$ cat config.mk
export PLATFORM = sky130hd
export DESIGN_NAME = eafra_adjust
export DESIGN_NICKNAME = d
export VERILOG_FILES = /design/src/rtl/eafra_pkg.sv /design/src/rtl/eafra_adjust.sv
export SDC_FILE = /design/constraint.sdc
export NUM_CORES = 1
export LEC_CHECK = 0
export BUFFER_PORTS_ARGS = -buffer_cell sky130_fd_sc_hd__buf_2
export CAP_MARGIN = 30
export CORE_ASPECT_RATIO = 1.1
export CORE_MARGIN = 10
export CORE_UTILIZATION = 58
export DETAILED_ROUTE_END_ITERATION = 10
export GPL_ROUTABILITY_DRIVEN = 0
export PLACE_DENSITY = 0.85
export SYNTH_ARGS = -nofsm -noshare
export SYNTH_HDL_FRONTEND = slang
export SYNTH_SLANG_ARGS = --single-unit
$ cat constraint.sdc
create_clock -name clk_i -period 6.2 [get_ports clk_i]
set_input_delay 1.24 -clock clk_i [delete_from_list [all_inputs] [get_ports clk_i]]
set_output_delay 1.24 -clock clk_i [all_outputs]
set_load 0.02 [all_outputs]
$ cat src/rtl/eafra_pkg.sv
`default_nettype none
// ----------------------------------------------------------------------------
// eafra_pkg
// Shared types, codes and constants of the elastic audio frame buffer.
// ----------------------------------------------------------------------------
package eafra_pkg;

  localparam int unsigned DEPTH_DEF     = 4096;
  localparam int unsigned CHANNELS_DEF  = 4;
  localparam int unsigned FRAC_BITS_DEF = 16;

  localparam int unsigned IN_CH     = 4;
  localparam int unsigned SAMPLE_W  = 16;
  localparam int unsigned FILL_W    = 12;
  localparam int unsigned ADJ_W     = 17;
  localparam int unsigned GAIN_W    = 16;
  localparam int unsigned CHUSED_W  = 3;
  localparam int unsigned APB_AW    = 4;
  localparam int unsigned APB_DW    = 32;

  localparam logic [FILL_W-1:0]   OPTIMAL_FILL_RST  = 12'd2048;
  localparam logic [GAIN_W-1:0]   ADJUST_GAIN_RST   = 16'd16;
  localparam logic [GAIN_W-1:0]   MAX_ADJUST_RST    = 16'd655;
  localparam logic [CHUSED_W-1:0] CHANNELS_USED_RST = 3'd2;
  localparam logic [FILL_W-1:0]   FILL_MAX          = 12'hFFF;

  typedef enum logic [1:0] {
    OP_PUSH  = 2'd0,
    OP_PULL  = 2'd1,
    OP_FLUSH = 2'd2,
    OP_NOP   = 2'd3
  } op_e;

  typedef enum logic [1:0] {
    REG_OPTIMAL_FILL  = 2'd0,
    REG_ADJUST_GAIN   = 2'd1,
    REG_MAX_ADJUST    = 2'd2,
    REG_CHANNELS_USED = 2'd3
  } reg_e;

  typedef struct packed {
    op_e                  op;
    logic                 batch_first;
    logic signed [15:0]   in_sample0;
    logic signed [15:0]   in_sample1;
    logic signed [15:0]   in_sample2;
    logic signed [15:0]   in_sample3;
  } in_item_t;

  typedef struct packed {
    logic signed [15:0]   out_sample0;
    logic signed [15:0]   out_sample1;
    logic signed [15:0]   out_sample2;
    logic signed [15:0]   out_sample3;
    logic                 underrun;
    logic                 dropped;
    logic [FILL_W-1:0]    fill_level;
  } out_item_t;

  typedef struct packed {
    logic                    busy;
    logic signed [ADJ_W-1:0] speed_adjust;
  } adj_status_t;

endpackage
`default_nettype wire

$ cat src/rtl/eafra_adjust.sv
`default_nettype none
// ----------------------------------------------------------------------------
// eafra_adjust
// Speed adjust update: fill error, gain multiply, clamp, each registered in turn.
// ----------------------------------------------------------------------------
module eafra_adjust #(
  parameter int unsigned IW = $clog2(eafra_pkg::DEPTH_DEF),
  parameter int unsigned FW = eafra_pkg::FILL_W
) (
  input  wire logic                                clk_i,
  input  wire logic                                rst_ni,
  input  wire logic                                start_i,
  input  wire logic                                both_zero_i,
  input  wire logic [IW-1:0]                       fill_i,
  input  wire logic [eafra_pkg::FILL_W-1:0]        optimal_fill_i,
  input  wire logic [eafra_pkg::GAIN_W-1:0]        adjust_gain_i,
  input  wire logic [eafra_pkg::GAIN_W-1:0]        max_adjust_i,
  output eafra_pkg::adj_status_t                   status_o
);

  localparam int unsigned PRW = FW + 1 + eafra_pkg::GAIN_W + 1;

  logic                                 err_v_q;
  logic signed [FW:0]                   err_q, err_d;
  logic                                 prod_v_q;
  logic signed [PRW-1:0]                prod_q;
  logic signed [PRW-1:0]                lim;
  logic signed [eafra_pkg::ADJ_W-1:0]   adj_q, adj_d;

  always_comb begin
    if (both_zero_i) begin
      err_d = '0;
    end else begin
      err_d = signed'({1'b0, FW'(fill_i)}) - signed'({1'b0, FW'(optimal_fill_i)});
    end
  end

  always_ff @(posedge clk_i) begin
    if (start_i) begin
      err_q <= err_d;
    end
    if (err_v_q) begin
      prod_q <= PRW'(err_q) * signed'(PRW'({1'b0, adjust_gain_i}));
    end
  end

  always_comb begin
    lim   = signed'(PRW'(max_adjust_i));
    adj_d = adj_q;
    if (prod_v_q) begin
      if (prod_q > lim) begin
        adj_d = eafra_pkg::ADJ_W'(lim);
      end else if (prod_q < -lim) begin
        adj_d = eafra_pkg::ADJ_W'(-lim);
      end else begin
        adj_d = eafra_pkg::ADJ_W'(prod_q);
      end
    end
  end

  always_ff @(posedge clk_i or negedge rst_ni) begin
    if (!rst_ni) begin
      err_v_q  <= 1'b0;
      prod_v_q <= 1'b0;
      adj_q    <= '0;
    end else begin
      err_v_q  <= start_i;
      prod_v_q <= err_v_q;
      adj_q    <= adj_d;
    end
  end

  assign status_o.busy         = err_v_q | prod_v_q;
  assign status_o.speed_adjust = adj_q;

endmodule
`default_nettype wire

==> results.py, run 1 <==
metrics = {
    "setup_path": {
        "critPathMaxFanout": 5,
        "critical_path_arrival_ps": 6290,
        "worstSetupPathType": "in2reg",
        "cp_data_required_time_ps": 6290,
        "cp-end-kind": "flop",
        "crit_path_start_kind": "input pin",
    },
    "floorplanning": {
        "die_h_um": 166,
        "ioPinCount": 78,
        "die-area_mm2": 0.0254,
        "die-width_um": 153,
        "core_area_mm2": 0.0191,
        "initial_core_util_pct": 59.1,
        "rows": 53,
    },
    "synth": {
        "synth.top_cells.by_area": "fa_1 (28%), ha_1 (18%), edfxtp_1 (11%)",
        "ys_seq_area_share_pct": 15.7,
        "async_reset_ff_share_pct": 30.6,
        "syn_area_mm2": 0.0113,
        "synth_area_per_cell_um2": 9.34,
        "synth_edf_count": 43,
        "synth_seq_cells": 62,
        "ys.warnings.count": 0,
        "synth_cell_types": 62,
        "syn_inst": 1208,
        "synth_top_area_cell": "fa_1",
        "synth.top_cell.area_share_pct": 27.5,
        "synth_ff_type": "edfxtp_1",
        "syn-num-nets": 1584,
    },
    "cts": {
        "h-tree-depth": 3,
        "clockRootBuffer": "clkbuf_16",
        "cts_buffer_depth": 2,
        "numCtsBuffers": 9,
        "cts_tree": "yes",
        "holdBufCountCts": 0,
        "cts_sinks": 62,
        "clkTransAtPathRegs_ps": 60,
        "clk-insertion-delay-late_ps": 350,
    },
    "routing": {
        "postRouteAntennaNets": 0,
        "routed-via-count": 8859,
        "wl_per_cell_um": 16.9,
        "drtIter0Drc": 447,
        "wirelength_um": 26600,
        "via_per_inst": 5.61,
        "drt-pass1-iter-count": 4,
        "drc": 0,
    },
    "layout": {
        "final_cell_mix": "inv_1 (205), fa_1 (150), ha_1 (150)",
        "drive_gt1_share_pct": 17.8,
        "seqCellArea_mm2": 0.00177,
        "synthToLayoutAreaGrowth_pct": 15.2,
        "layout.nets": 1701,
        "final_cells": 1578,
        "fillers": 1326,
        "layout_commonest_cell": "inv_1",
        "multiInputGateArea_mm2": 0.00882,
    },
    "sta": {
        "max_freq_ghz": 0.161,
        "tightest_slew_ps": 653,
        "fin_crit_sh_pct": 99.9,
        "layout_min_cycle_time_ps": 6190,
        "hold_viol_final": 0,
        "slew_headroom_pct": 56.3,
        "fin_worst_skew_ps": 12.2,
        "drv_slew": 0,
        "setup_viol": 0,
        "rsz0062_at_grt": "yes",
    },
    "global_route": {
        "grt_overflow": 0,
        "antenna_found_initial": 1,
        "track_usage_pct": 20.4,
        "grt_max_degree": 33,
        "grt_pass1_vias": 9543,
        "grt_pass1_wl_um": 43800,
    },
    "min_path": {
        "hold_path.class": "reg2reg",
    },
    "place": {
        "dp.cells": 1559,
        "dp_hpwl_um": 21100,
        "port_buffers": 77,
    },
    "job": {
        "drv_cap": 0,
    },
    "status": {
        "status": "completed",
    },
}
## sequential cells by signal, indices dropped and copies added (netlist names)
register and count:
prod_q 30, adj_q 17, err_q 13, err_v_q 1
prod_v_q 1
## layer usage
layer	vias to the layer above	wire [um]	track usage [%]
met1	4351	10600	23.7
li1	4152	-	-
met4	0	795	6.93
met5	-	0	0
met2	292	13800	36.7
met3	64	1440	3.76
## stage by stage
step	hold WS, ps	setup slack [ps]	util (%)	area, um2	TNS, ps
2_1_floorplan	498	-0.123	-	11400	-0.123
3_3_place_gp	470	-177	65.2	12400	-1000
3_5_place_dp	476	-284	65.2	12400	-2000
4_1_cts	493	20.1	66.9	12800	0
5_1_grt	535	-102	68.0	13000	-385
6_report	489	7.53	68.0	13000	0
## logic make-up (layout without fill, tap and decap cells)
logic type               Yosys count  count (layout)  synth area share, %
flip-flops                        62              62                 15.7
AND/OR/NAND/NOR                  362             362                 16.3
multiplexers                      23              23                 2.15
buffers and inverters            250             372                 8.47
adder cells (fa/ha/maj)          316             316                 45.4
AO/OA/AOI/OAI                    150             150                 8.57
other                              0               1                    0
XOR/XNOR                          45              45                 3.49
## layout make-up
| type | count | share of cell area, % |
|---|---|---|
| multi-input cells | 896 | 67.9 |
| flip-flops and latches | 62 | 13.6 |
| repair buffers | 149 | 7.50 |
| inverters | 207 | 5.98 |
| well taps | 247 | 2.38 |
| clock buffers | 11 | 2.12 |
| clock inverters | 5 | 0.472 |
| diodes | 1 | 0.0193 |
## worst paths after layout
| kind | startpoint | slack [ps] | to | cells past startpoint |
|---|---|---|---|---|
| max | adjust_gain_i[5] | 8 | prod_q[28] | 18 |
| max in group asynchronous | rst_ni | 5060 | adj_q[13] | 1 |
| min reg2reg | adj_q[0] | 490 | adj_q[0] | 2 |
| max reg2reg | err_q[7] | 220 | prod_q[28] | 17 |
| min in group asynchronous | rst_ni | 830 | adj_q[11] | 1 |
| min | adj_q[0] | 490 | adj_q[0] | 2 |
## worst max-delay path, cell delays in order
cell      delay [ps]
buf_8            110
and2_4           150
fa_1             560
inv_2             50
fa_1             550
inv_1             50
fa_1             490
fa_1             430
fa_1             570
fa_1             520
ha_4             350
nand3_4           80
a311o_1          330
a21oi_2          220
a221oi_2         110
o311ai_1         230
a21oi_1          120
xnor2_1          130
## timing repair
action / 4_1_cts / 5_1_grt
gates resized for setup: 0 / 54
endpoints found under the setup margin: 0 / 9
setup buffers: 0 / 2
## cells in the mapped netlist (5+ instances only)
cell / n
xor2_1: 11
a21o_1: 16
fa_1: 155
ha_1: 161
clkbuf_1: 38
nor2_1: 36
mux2_2: 10
o21a_1: 5
dfrtp_1: 19
nor2b_1: 18
o22ai_1: 7
nor3_1: 15
edfxtp_1: 43
nand2b_1: 15
nand4_1: 8
o21ai_0: 44
a21oi_1: 38
mux2i_1: 13
and2_1: 83
nand2_1: 141
nor4_1: 18
xnor2_1: 34
nand3_1: 11
o21ba_2: 5
inv_1: 207
Power of run 1 is left out: the tool's default activity adds up to more than one toggle a clock period on the data nets, which glitch-free logic cannot reach.
==> inputs of run 2 (changes only) <==
==> config.mk (replaced) <==
export PLATFORM = sky130hd
export DESIGN_NAME = eafra_adjust
export DESIGN_NICKNAME = d
export VERILOG_FILES = /design/src/rtl/eafra_pkg.sv /design/src/rtl/eafra_adjust.sv
export SDC_FILE = /design/constraint.sdc
export NUM_CORES = 1
export LEC_CHECK = 0
export CAP_MARGIN = 30
export CORE_ASPECT_RATIO = 1.1
export CORE_MARGIN = 10
export CORE_UTILIZATION = 60
export DETAILED_ROUTE_END_ITERATION = 10
export DONT_BUFFER_PORTS = 1
export GPL_ROUTABILITY_DRIVEN = 0
export PLACE_DENSITY = 0.84
export SYNTH_ARGS = -nofsm -noshare
export SYNTH_HDL_FRONTEND = slang
export SYNTH_SLANG_ARGS = --single-unit
==> run 2 against run 1 <==
  * Die area fell by 2.9%
  * Via count fell by 5.3%
  * Clock-buffer cell count fell by 1
  * Clock skew fell by 2.3 ps
  * Cell count fell by 8.4%
  * Worst setup slack improved by 250 ps
  * Wire length fell by 7.2%
  * Utilization fell by 2.7 points
  * Worst hold slack improved by 89 ps
  * Global-route usage rose by 0.35 points
  * Critical path depth did not move
  * Maximum frequency rose by 4.3%
  * Critical path type unchanged
  * Highest routed layer unchanged
==> results.py, run 2 (same netlist as run 1, synthesis figures left out) <==
metrics = {
    "status": {
        "status": "completed",
    },
    "global_route": {
        "track_usage_pct": 20.7,
        "grt_pass1_vias": 8987,
        "grt_overflow": 0,
        "antenna_found_initial": 0,
        "grt_max_degree": 33,
        "grt_pass1_wl_um": 41900,
    },
    "min_path": {
        "hold_path.class": "in2async",
    },
    "cts": {
        "cts_tree": "yes",
        "holdBufCountCts": 0,
        "ctsResizeCount": 0,
        "clockRootBuffer": "clkbuf_16",
        "h-tree-depth": 3,
        "numCtsBuffers": 9,
        "clkTransAtPathRegs_ps": 60,
        "postCtsSetupRepairBufs": 0,
        "cts_sinks": 62,
        "cts_buffer_depth": 2,
        "clk-insertion-delay-late_ps": 350,
    },
    "place": {
        "port_buffers": 0,
        "dp_hpwl_um": 19900,
        "pre_cts_ws_ps": -89.2,
    },
    "sta": {
        "slew_headroom_pct": 55.2,
        "hold_viol_final": 0,
        "max_freq_ghz": 0.168,
        "drv_slew": 0,
        "rsz0062_at_grt": "no",
        "fin_worst_skew_ps": 9.92,
        "setup_viol": 0,
        "layout_min_cycle_time_ps": 5940,
        "tightest_slew_ps": 672,
        "fin_crit_sh_pct": 95.8,
        "setup_ws_ps": 261,
    },
    "layout": {
        "n_antenna_cell": 0,
        "top_register": "prod_q",
        "layout_commonest_cell": "inv_1",
        "drive_gt1_share_pct": 6.99,
        "largest_reg_flops": 30,
        "fin_util_pct": 65.3,
        "biggestRegsByFlops": "prod_q (30), adj_q (17), err_q (13)",
        "layout.nets": 1573,
        "final_cell_mix": "inv_1 (207), ha_1 (156), fa_1 (154)",
        "synthToLayoutAreaGrowth_pct": 6.54,
    },
    "floorplanning": {
        "initial_core_util_pct": 61.3,
        "die-width_um": 151,
        "core_area_mm2": 0.0184,
        "die_h_um": 164,
        "rows": 52,
        "die-area_mm2": 0.0247,
        "ioPinCount": 78,
    },
    "setup_path": {
        "critical_path_arrival_ps": 6030,
        "r2r-start": "err_q[5]",
        "startpoint": "adjust_gain_i[6]",
        "crit_path_start_kind": "input pin",
        "cp-end-kind": "flop",
        "critPathMaxFanout": 13,
        "cp_data_required_time_ps": 6290,
        "worstSetupPathType": "in2reg",
    },
    "routing": {
        "drt-pass1-iter-count": 5,
        "drc": 0,
        "wl_per_cell_um": 17.1,
        "routed-via-count": 8391,
        "wirelength_um": 24700,
        "postRouteAntennaNets": 0,
        "drtIter0Drc": 508,
        "via_per_inst": 5.81,
    },
    "job": {
        "drv_cap": 0,
    },
}
==> run 2: cell types whose count changed in the layout (fill, tap and decap cells not counted), sizes merged <==
cell,previous run,this run
inv,208,210
buf,148,21
clkbuf,12,10
clkinv,3,1
clkinvlp,0,1
diode,1,0
==> run 2: cell type report <==
class	instances	area, um2
Multi-Input combinational cell	896	8690
Fill cell	1363	6390
Sequential cell	62	1770
Inverter	207	777
Tap cell	243	304
Clock buffer	10	250
Timing Repair Buffer	21	158
Clock inverter	6	75.1
==> run 2: through the flow <==
| step | hold WS (ps) | cells | area [um2] | setup TNS [ps] |
|---|---|---|---|---|
| global placement | 563 | 1429 | 11700 | -29.6 |
| CTS | 567 | 1445 | 12000 | 0 |
| detailed placement | 582 | 1429 | 11700 | -258 |
| global route | 566 | 1445 | 12000 | 0 |
| finish | 579 | 1445 | 12000 | 0 |
| floorplan | 498 | 1208 | 11400 | -0.123 |
==> run 2: critical path, cell delays in order <==
cell and delay (ps):
and2_1 150, fa_1 530, inv_1 60, fa_1 540, inv_1 70, fa_1 540, fa_1 440, fa_1 490
ha_1 350, ha_4 280, a21oi_1 130, o22ai_1 120, o211a_1 290, o31ai_4 260, a21oi_2 120, a21o_1 200
a21oi_2 140, xnor2_1 70
==> run 2: worst paths after layout <==
path / cells past startpoint / slack, ps / endpoint
setup reg to reg: 19 / 320 / prod_q[28]
setup / recovery: 18 / 260 / prod_q[27]
hold reg to reg: 2 / 600 / adj_q[0]
max in group asynchronous: 0 / 5550 / adj_q[7]
min in group clk_i: 2 / 600 / adj_q[0]
hold / removal: 0 / 580 / err_v_q
==> run 2: routing by layer <==
metal | routed length (um) | up-vias | global-route usage, %
li1 | - | 3903 | -
met1 | 9720 | 4114 | 24.1
met2 | 12300 | 303 | 36.4
met3 | 1980 | 71 | 5.09
met4 | 696 | 0 | 7.40
met5 | 0 | - | 0
Power of run 2 is left out for the same reason.
==> inputs of run 3 (changes only) <==
--- a/config.mk
+++ b/config.mk
@@ -9,10 +9,12 @@
 export CORE_ASPECT_RATIO = 1.1
 export CORE_MARGIN = 10
 export CORE_UTILIZATION = 60
+export CTS_BUF_LIST = sky130_fd_sc_hd__clkbuf_16
 export DETAILED_ROUTE_END_ITERATION = 10
 export DONT_BUFFER_PORTS = 1
 export GPL_ROUTABILITY_DRIVEN = 0
 export PLACE_DENSITY = 0.84
+export SETUP_SLACK_MARGIN = 0.2
 export SYNTH_ARGS = -nofsm -noshare
 export SYNTH_HDL_FRONTEND = slang
 export SYNTH_SLANG_ARGS = --single-unit
==> run 3 against run 2 <==
  * Register-to-register slack worse by 30 ps
  * Clock skew down 2.1 ps
  * Maximum frequency shrank 2.1%
  * Worst setup slack got worse by 130 ps
  * Largest cell class unchanged
  * Non-clock buffer count is 1 higher
  * Utilization increased by 0.69 points
  * Cell count about the same
  * First-iteration DRC count shrank 11%
  * Wire length is 0.44% higher
==> results.py, run 3 (same netlist as run 1, synthesis figures left out) <==
metrics = {
    "layout": {
        "drive_gt1_share_pct": 8.73,
        "final_cell_mix": "inv_1 (205), ha_1 (153), fa_1 (151)",
        "fillers": 1320,
        "multiInputGateArea_mm2": 0.00881,
        "biggestRegsByFlops": "prod_q (30), adj_q (17), err_q (13)",
        "seqCellArea_mm2": 0.00177,
        "synthToLayoutAreaGrowth_pct": 7.67,
        "n_antenna_cell": 0,
        "top_register": "prod_q",
        "layout_commonest_cell": "inv_1",
        "largest_reg_flops": 30,
        "layout.nets": 1574,
    },
    "sta": {
        "tightest_slew_ps": 658,
        "setup_viol": 0,
        "setup-tns-final_ps": 0,
        "layout_min_cycle_time_ps": 6060,
        "fin_worst_skew_ps": 7.87,
        "max_freq_ghz": 0.165,
        "fin_crit_sh_pct": 97.8,
        "rsz0062_at_grt": "yes",
        "drv_slew": 0,
        "hold_viol_final": 0,
        "slew_headroom_pct": 56.0,
    },
    "global_route": {
        "grt_max_degree": 33,
        "antenna_found_initial": 0,
        "grt_pass1_vias": 9006,
        "grt_overflow": 0,
        "track_usage_pct": 21.0,
        "grt_pass1_wl_um": 42300,
    },
    "floorplanning": {
        "die_h_um": 164,
        "core_area_mm2": 0.0184,
        "ioPinCount": 78,
        "initial_core_util_pct": 61.3,
        "die-width_um": 151,
        "die-area_mm2": 0.0247,
        "rows": 52,
    },
    "place": {
        "port_buffers": 0,
        "dp_hpwl_um": 20000,
    },
    "routing": {
        "wl_per_cell_um": 17.2,
        "via_per_inst": 5.78,
        "postRouteAntennaNets": 0,
        "routed-via-count": 8362,
        "wirelength_um": 24800,
        "drt-pass1-iter-count": 5,
        "drtIter0Drc": 452,
        "drc": 0,
    },
    "setup_path": {
        "cp_data_required_time_ps": 6300,
        "critical-path-max-stage-delay_ps": 580,
        "crit_path_frequent_cell": "fa_1",
        "critPathMaxFanout": 13,
        "cp-end-kind": "flop",
        "critical_path_arrival_ps": 6170,
        "worstSetupPathType": "in2reg",
        "slowest_stage": "fa_2",
        "ff2ff_setup_slack_ps": 290,
        "crit_path_start_kind": "input pin",
        "critical_path.cell_chain": "and2_4, fa_1, inv_2, fa_1, inv_2, fa_1, fa_1, fa_1, fa_2, ha_4, nand3_4, o211ai_1, nor3_2, a21oi_2, a221oi_2, o311ai_1, a21oi_1, xnor2_1",
    },
    "cts": {
        "cts_tree": "yes",
        "clk-insertion-delay-late_ps": 360,
        "holdBufCountCts": 0,
        "numCtsBuffers": 9,
        "cts_buffer_depth": 2,
        "clkTransAtPathRegs_ps": 60,
        "h-tree-depth": 3,
        "clockRootBuffer": "clkbuf_16",
        "cts_sinks": 62,
    },
    "min_path": {
        "hold_path.class": "in2async",
    },
    "status": {
        "status": "completed",
    },
    "job": {
        "drv_cap": 0,
    },
}
[run 3: changes by cell type in the layout (fill, tap and decap cells not counted), moves of 3 or more]
cell	delta
fa_1	-3
fa_2	+3
ha_1	-3
ha_4	+3
[run 3: routing by layer]
metal	up-vias	wire, um	global-route usage, %
met5	-	0	0
met4	0	767	8.84
met3	72	2140	6.39
met2	300	12000	35.7
li1	3915	-	-
met1	4075	9880	24.0
[run 3: worst paths after layout]
check | start | end | cells after the start
max | adjust_gain_i[3] | prod_q[28] | 18
min | rst_ni | err_v_q | 0
max reg2reg | err_q[4] | prod_q[28] | 17
min reg2reg | prod_q[0] | adj_q[0] | 2
max in group asynchronous | rst_ni | adj_q[1] | 0
min in group clk_i | prod_q[0] | adj_q[0] | 2
[run 3: worst max-delay path: cells and delay by family]
family / cells / cell delay (ps)
adder cells (fa/ha/maj): 7 / 3370
AND/OR/NAND/NOR: 3 / 440
XOR/XNOR: 1 / 80
AO/OA/AOI/OAI: 5 / 940
buffers and inverters: 2 / 80
[run 3: metrics by stage]
stage	instance area (um2)	utilization, %	worst slack [ps]	cells	hold slack (ps)
final	12100	66.0	136	1446	574
after global routing	12100	66.0	-129	1446	569
after CTS	12100	65.6	204	1443	567
after detailed placement	11800	63.8	-158	1427	576
after global placement	11800	63.8	-84.7	1427	567
after floorplan	11600	-	64.3	1208	498
[run 3: cell type report]
type	instances	share of cell area (%)
repair buffers	22	1.36
well taps	243	2.50
clock inverters	6	0.618
clock buffers	10	2.06
flip-flops and latches	62	14.5
inverters	207	6.40
multi-input cells	896	72.5
[run 3: timing repair]
item | CTS | global route
hold endpoints to repair | 0 | 0
setup endpoints to repair | 0 | 8
gates resized for setup | 0 | 12
buffers inserted | 0 | 3
Power of run 3 is left out for the same reason.
